File: src/hdl/tksd_pkg.sv
// Shared types and constants for the terminal key sequence decoder.
package tksd_pkg;

   localparam int BYTE_W = 8;
   localparam int CODE_W = 11;

   localparam logic [CODE_W-1:0] CODE_ESC = 11'd27;

   typedef struct packed {
      logic              pair;
      logic [CODE_W-1:0] code;
   } entry_type;

   typedef struct packed {
      logic      valid;
      entry_type entry;
   } push_type;

endpackage

File: src/hdl/terminal_key_sequence_decoder.sv
// Top level of the terminal key sequence decoder: register port, parser, queue and result stage.
//
// Bytes enter through req_push/req_full: a byte is taken at an edge with req_push high and
// req_full low. Results leave through rsp_empty/rsp_pop: the oldest result sits on
// rsp_key_code and rsp_last_of_run while rsp_empty is low and is taken with rsp_pop.
// Each byte gives zero, one or two results; rsp_last_of_run marks the last one of a byte.
// The parser takes one byte per cycle while req_full is low. A result that a byte completes is
// written to the queue and then loaded into the output register, when nothing waits ahead of it.
// Single results leave at one per cycle while rsp_pop stays high; an escape followed by a plain
// byte gives two results, the escape code and then the byte's code. Between parser and output sits
// a queue of QueueDepth entries, so bytes keep flowing while the receiver stalls; req_full rises
// once the queue is full and falls the cycle after the result stage next takes an entry from it.
// The mode register (byte address 0, bit 0) picks VT/ANSI decoding (0) or DOS scan codes
// (1); writing it drops any sequence in progress. Write it only while the block is idle.
// Reset clears the mode to VT/ANSI, empties the queue and output, and returns the parser
// to idle.
module terminal_key_sequence_decoder #(
   parameter int QueueDepth = 4
) (
   input  logic                        clock,
   input  logic                        reset,
   input  logic                        req_push,
   output logic                        req_full,
   input  logic [tksd_pkg::BYTE_W-1:0] req_key_byte,
   output logic                        rsp_empty,
   input  logic                        rsp_pop,
   output logic [tksd_pkg::CODE_W-1:0] rsp_key_code,
   output logic                        rsp_last_of_run,
   input  logic                        csr_psel,
   input  logic                        csr_penable,
   input  logic                        csr_pwrite,
   input  logic [2:0]                  csr_paddr,
   input  logic [31:0]                 csr_pwdata,
   output logic [31:0]                 csr_prdata,
   output logic                        csr_pready
);
   import tksd_pkg::*;

   localparam logic CSR_IDX_MODE = 1'b0;

   logic      accept;
   logic      mode_we;
   logic      mode;
   push_type  push;
   entry_type q_head;
   logic      q_empty;
   logic      q_pop;

   assign csr_pready = 1'b1;
   assign mode_we    = csr_psel && csr_penable && csr_pwrite && (csr_paddr[2] == CSR_IDX_MODE);
   assign csr_prdata = (csr_paddr[2] == CSR_IDX_MODE) ? {31'd0, mode} : 32'd0;

   assign accept = req_push && !req_full;

   tksd_front u_front (
      .clock      (clock),
      .reset      (reset),
      .mode_we    (mode_we),
      .mode_wdata (csr_pwdata[0]),
      .accept     (accept),
      .key_byte   (req_key_byte),
      .mode       (mode),
      .push       (push)
   );

   tksd_queue #(
      .Depth (QueueDepth)
   ) u_queue (
      .clock (clock),
      .reset (reset),
      .push  (push),
      .pop   (q_pop),
      .full  (req_full),
      .empty (q_empty),
      .head  (q_head)
   );

   tksd_back u_back (
      .clock           (clock),
      .reset           (reset),
      .q_empty         (q_empty),
      .q_head          (q_head),
      .q_pop           (q_pop),
      .rsp_pop         (rsp_pop),
      .rsp_empty       (rsp_empty),
      .rsp_key_code    (rsp_key_code),
      .rsp_last_of_run (rsp_last_of_run)
   );

endmodule

File: src/hdl/tksd_front.sv
// Front end: mode register and byte parser that turns accepted bytes into queue entries.
module tksd_front (
   input  logic                       clock,
   input  logic                       reset,
   input  logic                       mode_we,
   input  logic                       mode_wdata,
   input  logic                       accept,
   input  logic [tksd_pkg::BYTE_W-1:0] key_byte,
   output logic                       mode,
   output tksd_pkg::push_type         push
);
   import tksd_pkg::*;

   localparam logic [2:0] PH_IDLE = 3'd0;
   localparam logic [2:0] PH_ESC  = 3'd1;
   localparam logic [2:0] PH_CSI  = 3'd2;
   localparam logic [2:0] PH_ONE  = 3'd3;
   localparam logic [2:0] PH_TWO  = 3'd4;
   localparam logic [2:0] PH_SKIP = 3'd5;
   localparam logic [2:0] PH_D224 = 3'd6;
   localparam logic [2:0] PH_D000 = 3'd7;

   logic              mode_ff;
   logic [2:0]        phase_ff, phase_in;
   logic [CODE_W-1:0] held_ff, held_in;
   logic [CODE_W-1:0] b_ext;
   logic              emit;
   logic              pair;
   logic [CODE_W-1:0] code;

   assign b_ext = {{(CODE_W-BYTE_W){1'b0}}, key_byte};

   always_comb begin
      phase_in = PH_IDLE;
      held_in  = held_ff;
      emit     = 1'b1;
      pair     = 1'b0;
      code     = b_ext;
      if (mode_ff) begin
         case (phase_ff)
            PH_D224: code = 11'd500 + b_ext;
            PH_D000: code = 11'd942 + b_ext;
            default: begin
               if (key_byte == 8'd224) begin
                  phase_in = PH_D224;
                  emit     = 1'b0;
               end else if (key_byte == 8'd0) begin
                  phase_in = PH_D000;
                  emit     = 1'b0;
               end
            end
         endcase
      end else begin
         case (phase_ff)
            PH_ESC: begin
               if (key_byte == 8'd91) begin
                  phase_in = PH_CSI;
                  emit     = 1'b0;
               end else begin
                  pair = 1'b1;
               end
            end
            PH_CSI: begin
               case (key_byte)
                  8'd65: code = 11'd572;
                  8'd66: code = 11'd580;
                  8'd67: code = 11'd577;
                  8'd68: code = 11'd575;
                  8'd49: begin
                     phase_in = PH_ONE;
                     emit     = 1'b0;
                  end
                  8'd50: begin
                     phase_in = PH_TWO;
                     emit     = 1'b0;
                  end
                  8'd51: begin
                     phase_in = PH_SKIP;
                     held_in  = 11'd583;
                     emit     = 1'b0;
                  end
                  8'd52: begin
                     phase_in = PH_SKIP;
                     held_in  = 11'd579;
                     emit     = 1'b0;
                  end
                  8'd53: begin
                     phase_in = PH_SKIP;
                     held_in  = 11'd573;
                     emit     = 1'b0;
                  end
                  8'd54: begin
                     phase_in = PH_SKIP;
                     held_in  = 11'd581;
                     emit     = 1'b0;
                  end
                  default: code = b_ext;
               endcase
            end
            PH_ONE: begin
               if (key_byte == 8'd126) begin
                  code = 11'd571;
               end else if (key_byte >= 8'd49 && key_byte <= 8'd53) begin
                  phase_in = PH_SKIP;
                  held_in  = 11'd952 + b_ext;
                  emit     = 1'b0;
               end else if (key_byte >= 8'd55 && key_byte <= 8'd57) begin
                  phase_in = PH_SKIP;
                  held_in  = 11'd951 + b_ext;
                  emit     = 1'b0;
               end
            end
            PH_TWO: begin
               case (key_byte)
                  8'd126: code = 11'd582;
                  8'd48: begin
                     phase_in = PH_SKIP;
                     held_in  = 11'd1009;
                     emit     = 1'b0;
                  end
                  8'd49: begin
                     phase_in = PH_SKIP;
                     held_in  = 11'd1010;
                     emit     = 1'b0;
                  end
                  8'd51: begin
                     phase_in = PH_SKIP;
                     held_in  = 11'd633;
                     emit     = 1'b0;
                  end
                  8'd52: begin
                     phase_in = PH_SKIP;
                     held_in  = 11'd634;
                     emit     = 1'b0;
                  end
                  default: code = b_ext;
               endcase
            end
            PH_SKIP: code = held_ff;
            default: begin
               if (key_byte == 8'd127) begin
                  code = 11'd8;
               end else if (key_byte == 8'd27) begin
                  phase_in = PH_ESC;
                  emit     = 1'b0;
               end
            end
         endcase
      end
   end

   always_ff @(posedge clock) begin
      if (reset) begin
         mode_ff  <= 1'b0;
         phase_ff <= PH_IDLE;
         held_ff  <= '0;
      end else if (mode_we) begin
         mode_ff  <= mode_wdata;
         phase_ff <= PH_IDLE;
      end else if (accept) begin
         phase_ff <= phase_in;
         held_ff  <= held_in;
      end
   end

   assign mode             = mode_ff;
   assign push.valid       = accept && emit && !mode_we;
   assign push.entry.pair  = pair;
   assign push.entry.code  = code;

   // A mode write always abandons any sequence in progress.
   assert property (@(posedge clock) disable iff (reset) mode_we |=> phase_ff == PH_IDLE)
      else $error("phase not idle after mode write");

   // DOS mode only ever uses the idle and prefix phases.
   assert property (@(posedge clock) disable iff (reset)
      mode_ff |-> (phase_ff == PH_IDLE || phase_ff == PH_D224 || phase_ff == PH_D000))
      else $error("VT phase reached in DOS mode");

   // A two-result entry only comes from an escape followed by a plain byte.
   assert property (@(posedge clock) disable iff (reset)
      (push.valid && push.entry.pair) |-> (phase_ff == PH_ESC && !mode_ff))
      else $error("pair entry outside escape phase");

endmodule

File: src/hdl/tksd_queue.sv
// Short queue of decoded entries between the parser and the result stage.
module tksd_queue #(
   parameter int Depth = 4
) (
   input  logic                 clock,
   input  logic                 reset,
   input  tksd_pkg::push_type   push,
   input  logic                 pop,
   output logic                 full,
   output logic                 empty,
   output tksd_pkg::entry_type  head
);
   import tksd_pkg::*;

   localparam int PtrW = (Depth > 1) ? $clog2(Depth) : 1;
   localparam int CntW = $clog2(Depth + 1);

   entry_type        mem [Depth];
   logic [PtrW-1:0]  wr_ptr_ff, rd_ptr_ff;
   logic [CntW-1:0]  count_ff;

   always_ff @(posedge clock) begin
      if (push.valid) begin
         mem[wr_ptr_ff] <= push.entry;
      end
   end

   always_ff @(posedge clock) begin
      if (reset) begin
         wr_ptr_ff <= '0;
         rd_ptr_ff <= '0;
         count_ff  <= '0;
      end else begin
         if (push.valid) begin
            wr_ptr_ff <= (wr_ptr_ff == PtrW'(Depth - 1)) ? '0 : wr_ptr_ff + 1'b1;
         end
         if (pop) begin
            rd_ptr_ff <= (rd_ptr_ff == PtrW'(Depth - 1)) ? '0 : rd_ptr_ff + 1'b1;
         end
         if (push.valid && !pop) begin
            count_ff <= count_ff + 1'b1;
         end else if (pop && !push.valid) begin
            count_ff <= count_ff - 1'b1;
         end
      end
   end

   assign full  = (count_ff == CntW'(Depth));
   assign empty = (count_ff == '0);
   assign head  = mem[rd_ptr_ff];

endmodule

File: src/hdl/tksd_back.sv
// Result stage: expands queue entries into result items held in an output register.
module tksd_back (
   input  logic                        clock,
   input  logic                        reset,
   input  logic                        q_empty,
   input  tksd_pkg::entry_type         q_head,
   output logic                        q_pop,
   input  logic                        rsp_pop,
   output logic                        rsp_empty,
   output logic [tksd_pkg::CODE_W-1:0] rsp_key_code,
   output logic                        rsp_last_of_run
);
   import tksd_pkg::*;

   logic              valid_ff;
   logic [CODE_W-1:0] code_ff;
   logic              last_ff;
   logic              pend_ff;
   logic [CODE_W-1:0] pend_code_ff;
   logic              load;

   assign load  = !valid_ff || rsp_pop;
   assign q_pop = load && !pend_ff && !q_empty;

   always_ff @(posedge clock) begin
      if (reset) begin
         valid_ff <= 1'b0;
         pend_ff  <= 1'b0;
      end else if (load) begin
         if (pend_ff) begin
            valid_ff <= 1'b1;
            pend_ff  <= 1'b0;
         end else begin
            valid_ff <= !q_empty;
            pend_ff  <= !q_empty && q_head.pair;
         end
      end
   end

   always_ff @(posedge clock) begin
      if (load) begin
         if (pend_ff) begin
            code_ff <= pend_code_ff;
            last_ff <= 1'b1;
         end else begin
            code_ff      <= q_head.pair ? CODE_ESC : q_head.code;
            last_ff      <= !q_head.pair;
            pend_code_ff <= q_head.code;
         end
      end
   end

   assign rsp_empty       = !valid_ff;
   assign rsp_key_code    = code_ff;
   assign rsp_last_of_run = last_ff;

endmodule
File: config.mk
export PLATFORM = sky130hd
export DESIGN_NAME = terminal_key_sequence_decoder
export DESIGN_NICKNAME = d
export VERILOG_FILES = /design/src/hdl/tksd_pkg.sv /design/src/hdl/terminal_key_sequence_decoder.sv /design/src/hdl/tksd_front.sv /design/src/hdl/tksd_queue.sv /design/src/hdl/tksd_back.sv
export SDC_FILE = /design/constraint.sdc
export NUM_CORES = 1
export LEC_CHECK = 0
export BUFFER_PORTS_ARGS = -buffer_cell sky130_fd_sc_hd__clkbuf_2
export CAP_MARGIN = 40
export CORE_MARGIN = 8
export CORE_UTILIZATION = 49
export CTS_CLUSTER_SIZE = 20
export DETAILED_ROUTE_END_ITERATION = 8
export PLACE_DENSITY = 0.76
export SLEW_MARGIN = 20
export SYNTH_ARGS = -nofsm -noshare
export SYNTH_HDL_FRONTEND = slang
export SYNTH_HIERARCHICAL = 1
export SYNTH_SLANG_ARGS = --single-unit
File: constraint.sdc
create_clock -name clock -period 3.1 [get_ports clock]
set_input_delay 0.465 -clock clock [delete_from_list [all_inputs] [get_ports clock]]
set_output_delay 0.465 -clock clock [all_outputs]
set_load 0.005 [all_outputs]
==> impl_metrics.ini, run 1 <==
[run_status]
status = finished, final reports clean

[final_layout]
fin_cells = 778
fill_cells = 1024
areaGrowthSynthToFinish_pct = 14.5
finish.instance_area_sq_um = 6690
n_antenna_cell = 0
multi_input_area_sq_um = 2800
final_layout_size_suffix_gt1_frac = 0.236
fin_nets = 700
regArea_sq_um = 2650

[yosys]
synth_most_common_cell = edfxtp_1
synth.top_cells.by_count = edfxtp_1 (71), nand2_1 (37), buf_4 (35), a21oi_1 (32), nor2_1 (32)
yosysSeqAreaShare = 0.454
synthCells = 550
synth_area_sq_um = 5840
avgSynthCellArea_sq_um = 10.6
ys_types = 86
synth_top_cell_by_area = edfxtp_1
async_flop_share = 0
yosysWarnings = 6
synth_edf_count = 71
synthFlopType = edfxtp_1
synth_top_cell_area_share = 0.365
yosys-top-cells-area = edfxtp_1 (36%), dfxtp_1 (8.9%), ha_1 (4.7%)
synth-seq-cells = 97

[timing]
worst_slew_pin_slew_ps = 676
maxSlewHeadroom = 0.550
fin_skew_ps = 5.42
final-setup-viol-count = 0
fin_crit_sh = 0.941
period_needed_ps = 2920
hold_viol_final = 0
slew_viol_final = 0
rsz0062_at_grt = no
fmax_mhz = 343

[pwr]
clockPowerShare = 0.244
seqPwrFrac = 0.435
vdd_drop_max_uv = 254
combPwrFrac = 0.321
p_per_area_nw_per_um2 = 659
leakage_nw = 2.62
power_switching_w = 0.00136
intPower_w = 0.00305
total_power_w = 0.00441
sw_frac_of_total = 0.309

[clocking]
cts_root_buffer = clkbuf_16
insertion_delay_ps = 340
cts_hold_buf = 0
clk_pin_slew_ps = 60
clock_path_buffers = 2
ctsResizeCount = 0
post_cts_buffers = 0
htreeDepth = 3
cts_sinks = 97
cts_tree = yes
cts_buffers = 9

[global_routing]
grt.total_usage = 0.190
grt_overflow_total = 0
grt_pass1_vias = 4577
grt_max_degree = 22
grt_first_pass_wirelength_mm = 23.7
antenna_found_initial = 0

[critical_path]
path_max_fanout = 11
cp_slowest_cell = fa_1
critPathMaxStageDelay_ps = 380
endpoint_kind = flip-flop
crit_type = input port to flip-flop
critPathArrivalTime_ps = 3190
cp.buffers_inverters = 4
cp_data_required_time_ps = 3370
cp_cell_sequence = clkbuf_2, inv_1, ha_1, buf_4, o21ai_0, a21oi_1, o21a_1, a31oi_4, ha_1, inv_1, fa_1, xor2_1, or3_1, a21oi_1
start_kind = input port
cp_top_family = adder cells

[route]
dr.pass1.iters = 5
wl_per_cell_microns = 19.0
wirelength_mm = 14.8
vias = 4615
drc = 0
drt_iter0_markers = 626
routed_via_density = 5.93
drtAntennaViolNets = 0

[placed_design]
dp_cells = 762
place.gp.congestion = 1.00
io_buffers = 31
place_area_sq_um = 6400
hpwl_mm = 11.4

[floorplanning]
die_w_microns = 125
num_io_pins = 97
initial_core_util = 0.495
die_h_microns = 125
die_area_sq_um = 15700
row_count = 40
core_area_sq_um = 11800

[flow_run]
max-cap-violations = 0

[hold_path]
hp-class = input port to flip-flop
==> logic make-up (layout without fill, tap and decap cells) <==
group,count (synthesis),count (layout),share of synthesized area
flip-flops,97,97,0.454
buffers and inverters,88,139,0.0882
XOR/XNOR,7,7,0.0105
AND/OR/NAND/NOR,163,163,0.156
other,2,32,0.00129
multiplexers,18,18,0.0578
AO/OA/AOI/OAI,152,152,0.182
adder cells (fa/ha/maj),23,23,0.0505
==> stage by stage <==
| step | TNS, ps | worst slack (ps) | util | hold WS, ps |
|---|---|---|---|---|
| 2_1_floorplan | 0 | 4.19 | - | 440 |
| 3_3_place_gp | -69.3 | -69.3 | 0.542 | 452 |
| 3_5_place_dp | -176 | -176 | 0.542 | 458 |
| 4_1_cts | 0 | 191 | 0.566 | 350 |
| 5_1_grt | 0 | 53.2 | 0.567 | 427 |
| 6_report | 0 | 182 | 0.567 | 372 |
==> power by group through the flow <==
stage,registers [W],logic [W],clock network (W)
after floorplan,0.00192,0.000984,0
after global placement,0.00194,0.00135,0
after detailed placement,0.00195,0.00140,0
after CTS,0.00193,0.00141,0.00111
after global routing,0.00195,0.00156,0.00115
final,0.00192,0.00141,0.00108
==> cell usage in the layout, fill, tap and decap left out, drive strengths merged, types with 9 or more instances in the layout <==
cell	netlist	layout
a21oi	32	32
buf	47	71
nor3	10	10
mux4	12	12
conb	2	32
nand2	37	37
inv	20	21
nor2	33	33
nand3	14	14
o21ai	38	38
dfxtp	26	26
ha	22	22
edfxtp	71	71
a31oi	9	9
clkbuf	19	40
==> worst reg2reg max path, delay by kind of cell, from the launching register on <==
family,cells,cell delay [ps]
simple gates,3,650
xor+xnor,1,170
compound gates,3,650
buf+inv,1,70
fa+ha+maj,3,970
flops,1,320
==> flip-flops by register name (all words and copies together) (netlist names), named ones only <==
| register | flops |
|---|---|
| u_back/pend_ff | 1 |
| u_queue/count_ff | 3 |
| u_front/phase_ff | 3 |
| u_front/held_ff | 11 |
| u_back/valid_ff | 1 |
| u_queue/rd_ptr_ff | 2 |
| u_back/pend_code_ff | 11 |
| u_queue/mem | 48 |
| u_queue/wr_ptr_ff | 2 |
| u_front/mode | 1 |
| u_back/rsp_key_code | 11 |
| u_back/rsp_last_of_run | 1 |
==> routing by layer <==
metal	wire, microns	vias to the layer above	track usage	share of wire
met1	5860	2205	0.215	0.40
met5	0	-	0	0
met4	539	0	0.0838	0.036
met3	976	46	0.0459	0.066
met2	7420	196	0.333	0.50
li1	-	2168	-	-
==> worst paths after layout <==
path / startpoint / end / slack (ps) / cells after the start
worst min-delay path: csr_pwdata[0] / u_front/mode / 370 / 3
worst max register to register: u_front/phase_ff[2] / u_queue/count_ff[2] / 200 / 11
worst max-delay path: req_key_byte[3] / u_queue/count_ff[2] / 180 / 14
worst min register to register: u_front/held_ff[7] / u_front/held_ff[7] / 470 / 1
==> layout make-up <==
| cell class | instances | share of cell area |
|---|---|---|
| Tap cell | 147 | 0.0275 |
| Inverter | 22 | 0.0123 |
| Timing Repair Buffer | 102 | 0.103 |
| Clock buffer | 9 | 0.0337 |
| Multi-Input combinational cell | 395 | 0.419 |
| Sequential cell | 97 | 0.396 |
| Clock inverter | 6 | 0.00860 |
(Power assumes the default switching activity.)
==> inputs of run 2 (changes only) <==
Settings changed: CELL_PAD_IN_SITES_DETAIL_PLACEMENT from default to 0, CELL_PAD_IN_SITES_GLOBAL_PLACEMENT from default to 1, CORE_UTILIZATION 49 to 40, PLACE_DENSITY 0.76 to 0.78.
==> run 2 against run 1 <==
  * Register-to-register slack better by 40 ps
  * Clock power about the same
  * Setup slack better by 25 ps
  * Final cell count up 5.9%
  * Die area up 19%
  * Non-clock buffer count up 8
  * Sequential share of layout area down 1.1 points
  * Critical path depth unchanged
  * Worst hold slack worse by 23 ps
  * Critical path type unchanged
  * Critical endpoint unchanged
==> impl_metrics.ini, run 2 (synthesized netlist as in run 1, its figures left out) <==
[final_layout]
fin_nets = 708
regMostFlops = u_queue/mem
largest_reg_flops = 48
layout_commonest_cell = buf_4
most-common-layout-cells = buf_4 (73), edfxtp_1 (71), nand2_1 (37)
regArea_sq_um = 2650
areaGrowthSynthToFinish_pct = 17.8
utilization = 0.477
n_antenna_cell = 0
multi_input_area_sq_um = 2800
final_layout_size_suffix_gt1_frac = 0.248
fin_cells = 824
fill_cells = 1338

[route]
drtAntennaViolNets = 0
dr.pass1.iters = 5
routed_via_density = 5.54
vias = 4567
wirelength_mm = 15.1
drt_iter0_markers = 282
drc = 0
wl_per_cell_microns = 18.3

[critical_path]
critPathMaxStageDelay_ps = 370
cp_cell_sequence = clkbuf_2, inv_1, ha_1, nor2b_1, nand4b_1, o21ai_0, a211o_1, a31oi_4, ha_1, inv_1, fa_1, xor2_1, or3_1, a21oi_1
crit_path_end = u_queue/count_ff[2]
timing.rr.start = u_front/phase_ff[1]
r2r_cells = 11
crit_start = req_key_byte[0]
crit_type = input port to flip-flop
cp_slowest_cell = fa_1
endpoint_kind = flip-flop
cp_top_family = adder cells
cp.buffers_inverters = 3
start_kind = input port
r2r_slack_ps = 240
path_max_fanout = 5
r2r_end = u_queue/count_ff[2]
cp_data_required_time_ps = 3370
cp.depth = 14
critPathArrivalTime_ps = 3170

[global_routing]
grt_max_degree = 22
grt_overflow_total = 0
grt_first_pass_wirelength_mm = 23.7
antenna_found_initial = 0
grt_pass1_vias = 4551
grt.total_usage = 0.163

[flow_run]
max-cap-violations = 0

[timing]
hold_viol_final = 0
whs_ps = 350
maxSlewHeadroom = 0.582
fin_skew_ps = 9.86
period_needed_ps = 2890
rsz0062_at_grt = no
fmax_mhz = 346
slew_viol_final = 0
final-setup-viol-count = 0
worst_slew_pin_slew_ps = 622
fin_crit_sh = 0.933
finalSetupTns_ps = 0

[floorplanning]
num_io_pins = 97
initial_core_util = 0.405
row_count = 44
die_w_microns = 137
core_area_sq_um = 14400
die_area_sq_um = 18700
die_h_microns = 137

[clocking]
htreeDepth = 3
insertion_delay_ps = 350
cts_tree = yes
clk_pin_slew_ps = 70
post_cts_buffers = 0
clock_path_buffers = 2
cts_hold_buf = 0
ctsResizeCount = 0
cts_root_buffer = clkbuf_16
cts_buffers = 9
cts_sinks = 97

[pwr]
vdd_drop_max_uv = 279
p_per_area_nw_per_um2 = 646
total_power_w = 0.00444
leakage_nw = 2.68

[placed_design]
io_buffers = 31
hpwl_mm = 11.7
dp_cells = 807
place.gp.congestion = 0.964

[hold_path]
hp-class = input port to flip-flop

[run_status]
status = finished, final reports clean
==> run 2: layer usage <==
metal	vias up	wire length, microns	global-route usage
met5	-	0	0
met4	0	412	0.0670
met3	35	862	0.0367
met2	159	7440	0.281
met1	2199	6380	0.193
li1	2174	-	-
==> run 2: report_power, final <==
part	internal (W)	switching, W
logic	0.000667	0.000778
clock network	0.000566	0.000508
registers	0.00180	0.000129
==> run 2: cell type report <==
class | count | area share
clock inverter | 7 | 0.00982
inverter | 22 | 0.0120
sequential | 97 | 0.385
timing repair buffer | 110 | 0.120
tap | 184 | 0.0334
multi-input combinational | 395 | 0.407
clock buffer | 9 | 0.0327
==> run 2: worst min path at each step <==
| stage | from | depth (start not counted) | slack (ps) | endpoint |
|---|---|---|---|---|
| global route | csr_pwdata[0] | 3 | 360 | u_front/mode |
| detailed placement | u_front/held_ff[8] | 1 | 460 | u_front/held_ff[8] |
| floorplan | u_front/held_ff[8] | 1 | 440 | u_front/held_ff[8] |
| CTS | csr_pwdata[0] | 3 | 340 | u_front/mode |
| global placement | u_front/held_ff[8] | 1 | 450 | u_front/held_ff[8] |
| finish | csr_pwdata[0] | 3 | 350 | u_front/mode |
==> run 2: worst register-to-register path, stage by stage (launching register included) <==
cell and delay [ps]:
dfxtp_1 440, ha_1 280, nand4b_1 180, o21ai_0 140, a211o_1 320, a31oi_4 180, ha_1 200, inv_1 50
fa_1 370, xor2_1 170, or3_1 310, a21oi_1 140
==> run 2: stage by stage <==
stage	worst slack, ps	area [sq um]
final	208	6880
after global routing	66.4	6880
after CTS	220	6880
after detailed placement	-149	6580
after global placement	-120	6580
after floorplan	4.19	5970
==> inputs of run 3 (changes only) <==
Settings changed: PLACE_DENSITY 0.78 to 0.79, SYNTH_HIERARCHICAL 1 to default.
==> run 3 against run 2 <==
  * Design area down 3.9%
  * Sequential cell count unchanged
  * Sequential share of layout area up 1.6 points
  * Global-route usage down 0.49 points
  * Power down 4.2%
  * Fmax down 1.6%
  * Wire length down 5.8%
  * First-iteration DRC count up 22%
  * Clock power about the same
  * Via count down 3.9%
  * Worst hold slack better by 12 ps
  * Synthesized cell count up 3.3%
  * Critical endpoint is now u_queue.count_ff[2]
==> impl_metrics.ini, run 3 <==
[yosys]
yosysWarnings = 0
synth_top_cell_area_share = 0.373
synthFlopType = edfxtp_1
synth_top_cell_by_area = edfxtp_1
yosysSeqAreaShare = 0.464
synth-seq-cells = 97
synthCells = 568
synth_edf_count = 71
synth_area_sq_um = 5720
synth.top_cells.by_count = edfxtp_1 (71), nand2_1 (53), nor2_1 (45), o21ai_0 (40), a21oi_1 (37)
async_flop_share = 0
avgSynthCellArea_sq_um = 10.1
yosys-top-cells-area = edfxtp_1 (37%), dfxtp_1 (9.1%), ha_1 (4.8%)
ys_types = 73
synth_most_common_cell = edfxtp_1

[global_routing]
antenna_found_initial = 0
grt_overflow_total = 0
grt_first_pass_wirelength_mm = 23.0
grt_max_degree = 32
grt_pass1_vias = 4457
grt.total_usage = 0.158

[pwr]
intPower_w = 0.00290
vdd_drop_max_uv = 308
leakage_nw = 2.52
seqPwrFrac = 0.457
power_switching_w = 0.00136
p_per_area_nw_per_um2 = 644
clockPowerShare = 0.255
combPwrFrac = 0.287
sw_frac_of_total = 0.320

[final_layout]
utilization = 0.475
layout_commonest_cell = edfxtp_1
n_antenna_cell = 0
areaGrowthSynthToFinish_pct = 15.7
regMostFlops = u_queue.mem
multi_input_area_sq_um = 2710
final_layout_size_suffix_gt1_frac = 0.217
fin_cells = 822
fin_nets = 710
largest_reg_flops = 48
regArea_sq_um = 2650
most-common-layout-cells = edfxtp_1 (71), buf_4 (66), nand2_1 (53), nor2_1 (45), o21ai_0 (39)
fill_cells = 1335

[clocking]
cts_hold_buf = 0
ctsResizeCount = 0
clock_path_buffers = 2
cts_buffers = 9
insertion_delay_ps = 350
post_cts_buffers = 0
clk_pin_slew_ps = 70
cts_sinks = 97
cts_root_buffer = clkbuf_16
cts_tree = yes
htreeDepth = 3

[timing]
rsz0062_at_grt = no
fin_skew_ps = 7.68
worst_slew_pin_slew_ps = 696
whs_ps = 362
maxSlewHeadroom = 0.535
fin_crit_sh = 0.948
hold_viol_final = 0
fmax_mhz = 340
period_needed_ps = 2940
final-setup-viol-count = 0
slew_viol_final = 0

[critical_path]
critPathArrivalTime_ps = 3210
endpoint_kind = flip-flop
path_max_fanout = 5
cp_data_required_time_ps = 3370
start_kind = input port
crit_type = input port to flip-flop

[floorplanning]
die_h_microns = 136
die_area_sq_um = 18400
num_io_pins = 97
die_w_microns = 136
initial_core_util = 0.411
row_count = 43
core_area_sq_um = 13900

[route]
routed_via_density = 5.34
dr.pass1.iters = 4
drt_iter0_markers = 344
drtAntennaViolNets = 0
wl_per_cell_microns = 17.3
drc = 0
wirelength_mm = 14.2
vias = 4388

[placed_design]
io_buffers = 31
dp_cells = 806
hpwl_mm = 10.9
place.gp.congestion = 0.902

[run_status]
status = finished, final reports clean

[hold_path]
hp-class = input port to flip-flop

[flow_run]
max-cap-violations = 0
run 3: cell count changes in the layout (fill, tap and decap cells not counted), moves of 4 or more:
cell,before,now
buf_4,73,66
nor2_1,32,45
o21ai_0,29,39
nand4_1,6,2
buf_12,6,0
a22o_1,8,0
nor3_1,9,14
a21oi_1,32,37
nand2_1,37,53
o22ai_1,5,1
run 3: cells by family after synthesis:
kind of cell               Yosys count  share of synthesized area
AOI/OAI and AO/OA                  153                      0.175
and+or+nand+nor                    178                      0.156
buffers and inverters               90                     0.0857
muxes                               19                     0.0575
other                                2                    0.00131
DFF                                 97                      0.464
xor gates and xnor gates             6                    0.00919
adders and majority gates           23                     0.0516
run 3: per-layer routing:
layer | track usage | routed length, microns | vias to the layer above
met1 | 0.187 | 5930 | 2089
li1 | - | - | 2165
met5 | 0 | 0 | -
met2 | 0.278 | 7270 | 121
met4 | 0.0555 | 227 | 0
met3 | 0.0323 | 795 | 13
run 3: worst max-delay path: stages:
cell and delay, ps:
clkbuf_2 140, inv_1 90, ha_1 270, nor2b_2 150, o21ai_0 130, a221oi_2 450
o311a_1 290, ha_1 180, inv_1 60, fa_1 370, xor2_1 180, or3_1 300
a21oi_1 140
run 3: layout make-up:
class / count / share of cell area
clock buffers: 9 / 0.0340
clock inverters: 7 / 0.0108
inverters: 20 / 0.0113
multi-input cells: 411 / 0.409
well taps: 180 / 0.0340
flip-flops and latches: 97 / 0.401
repair buffers: 98 / 0.100
run 3: power groups by stage:
stage               sequential (W)  clock [W]  combinational, W
global placement           0.00198          0           0.00114
global route               0.00199    0.00116           0.00138
finish                     0.00195    0.00109           0.00122
CTS                        0.00196    0.00111           0.00124
floorplan                  0.00190          0          0.000888
detailed placement         0.00198          0           0.00124
run 3: path summary, 6_finish.rpt:
kind / startpoint / depth (start not counted) / end / slack [ps]
hold / removal: csr_pwdata[0] / 3 / u_front.mode / 360
setup / recovery: req_key_byte[0] / 13 / u_queue.count_ff[2] / 160
hold reg to reg: u_front.held_ff[7] / 1 / u_front.held_ff[7] / 480
setup reg to reg: u_front.phase_ff[2] / 11 / u_queue.count_ff[2] / 390
run 3: stage by stage:
step	TNS, ps	total power [W]	worst slack (ps)	instance area (sq um)
2_1_floorplan	0	0.00278	16.0	5850
3_5_place_dp	-209	0.00322	-191	6320
6_report	0	0.00426	160	6620
3_3_place_gp	-150	0.00313	-150	6300
5_1_grt	0	0.00452	44.6	6620
4_1_cts	0	0.00431	185	6620
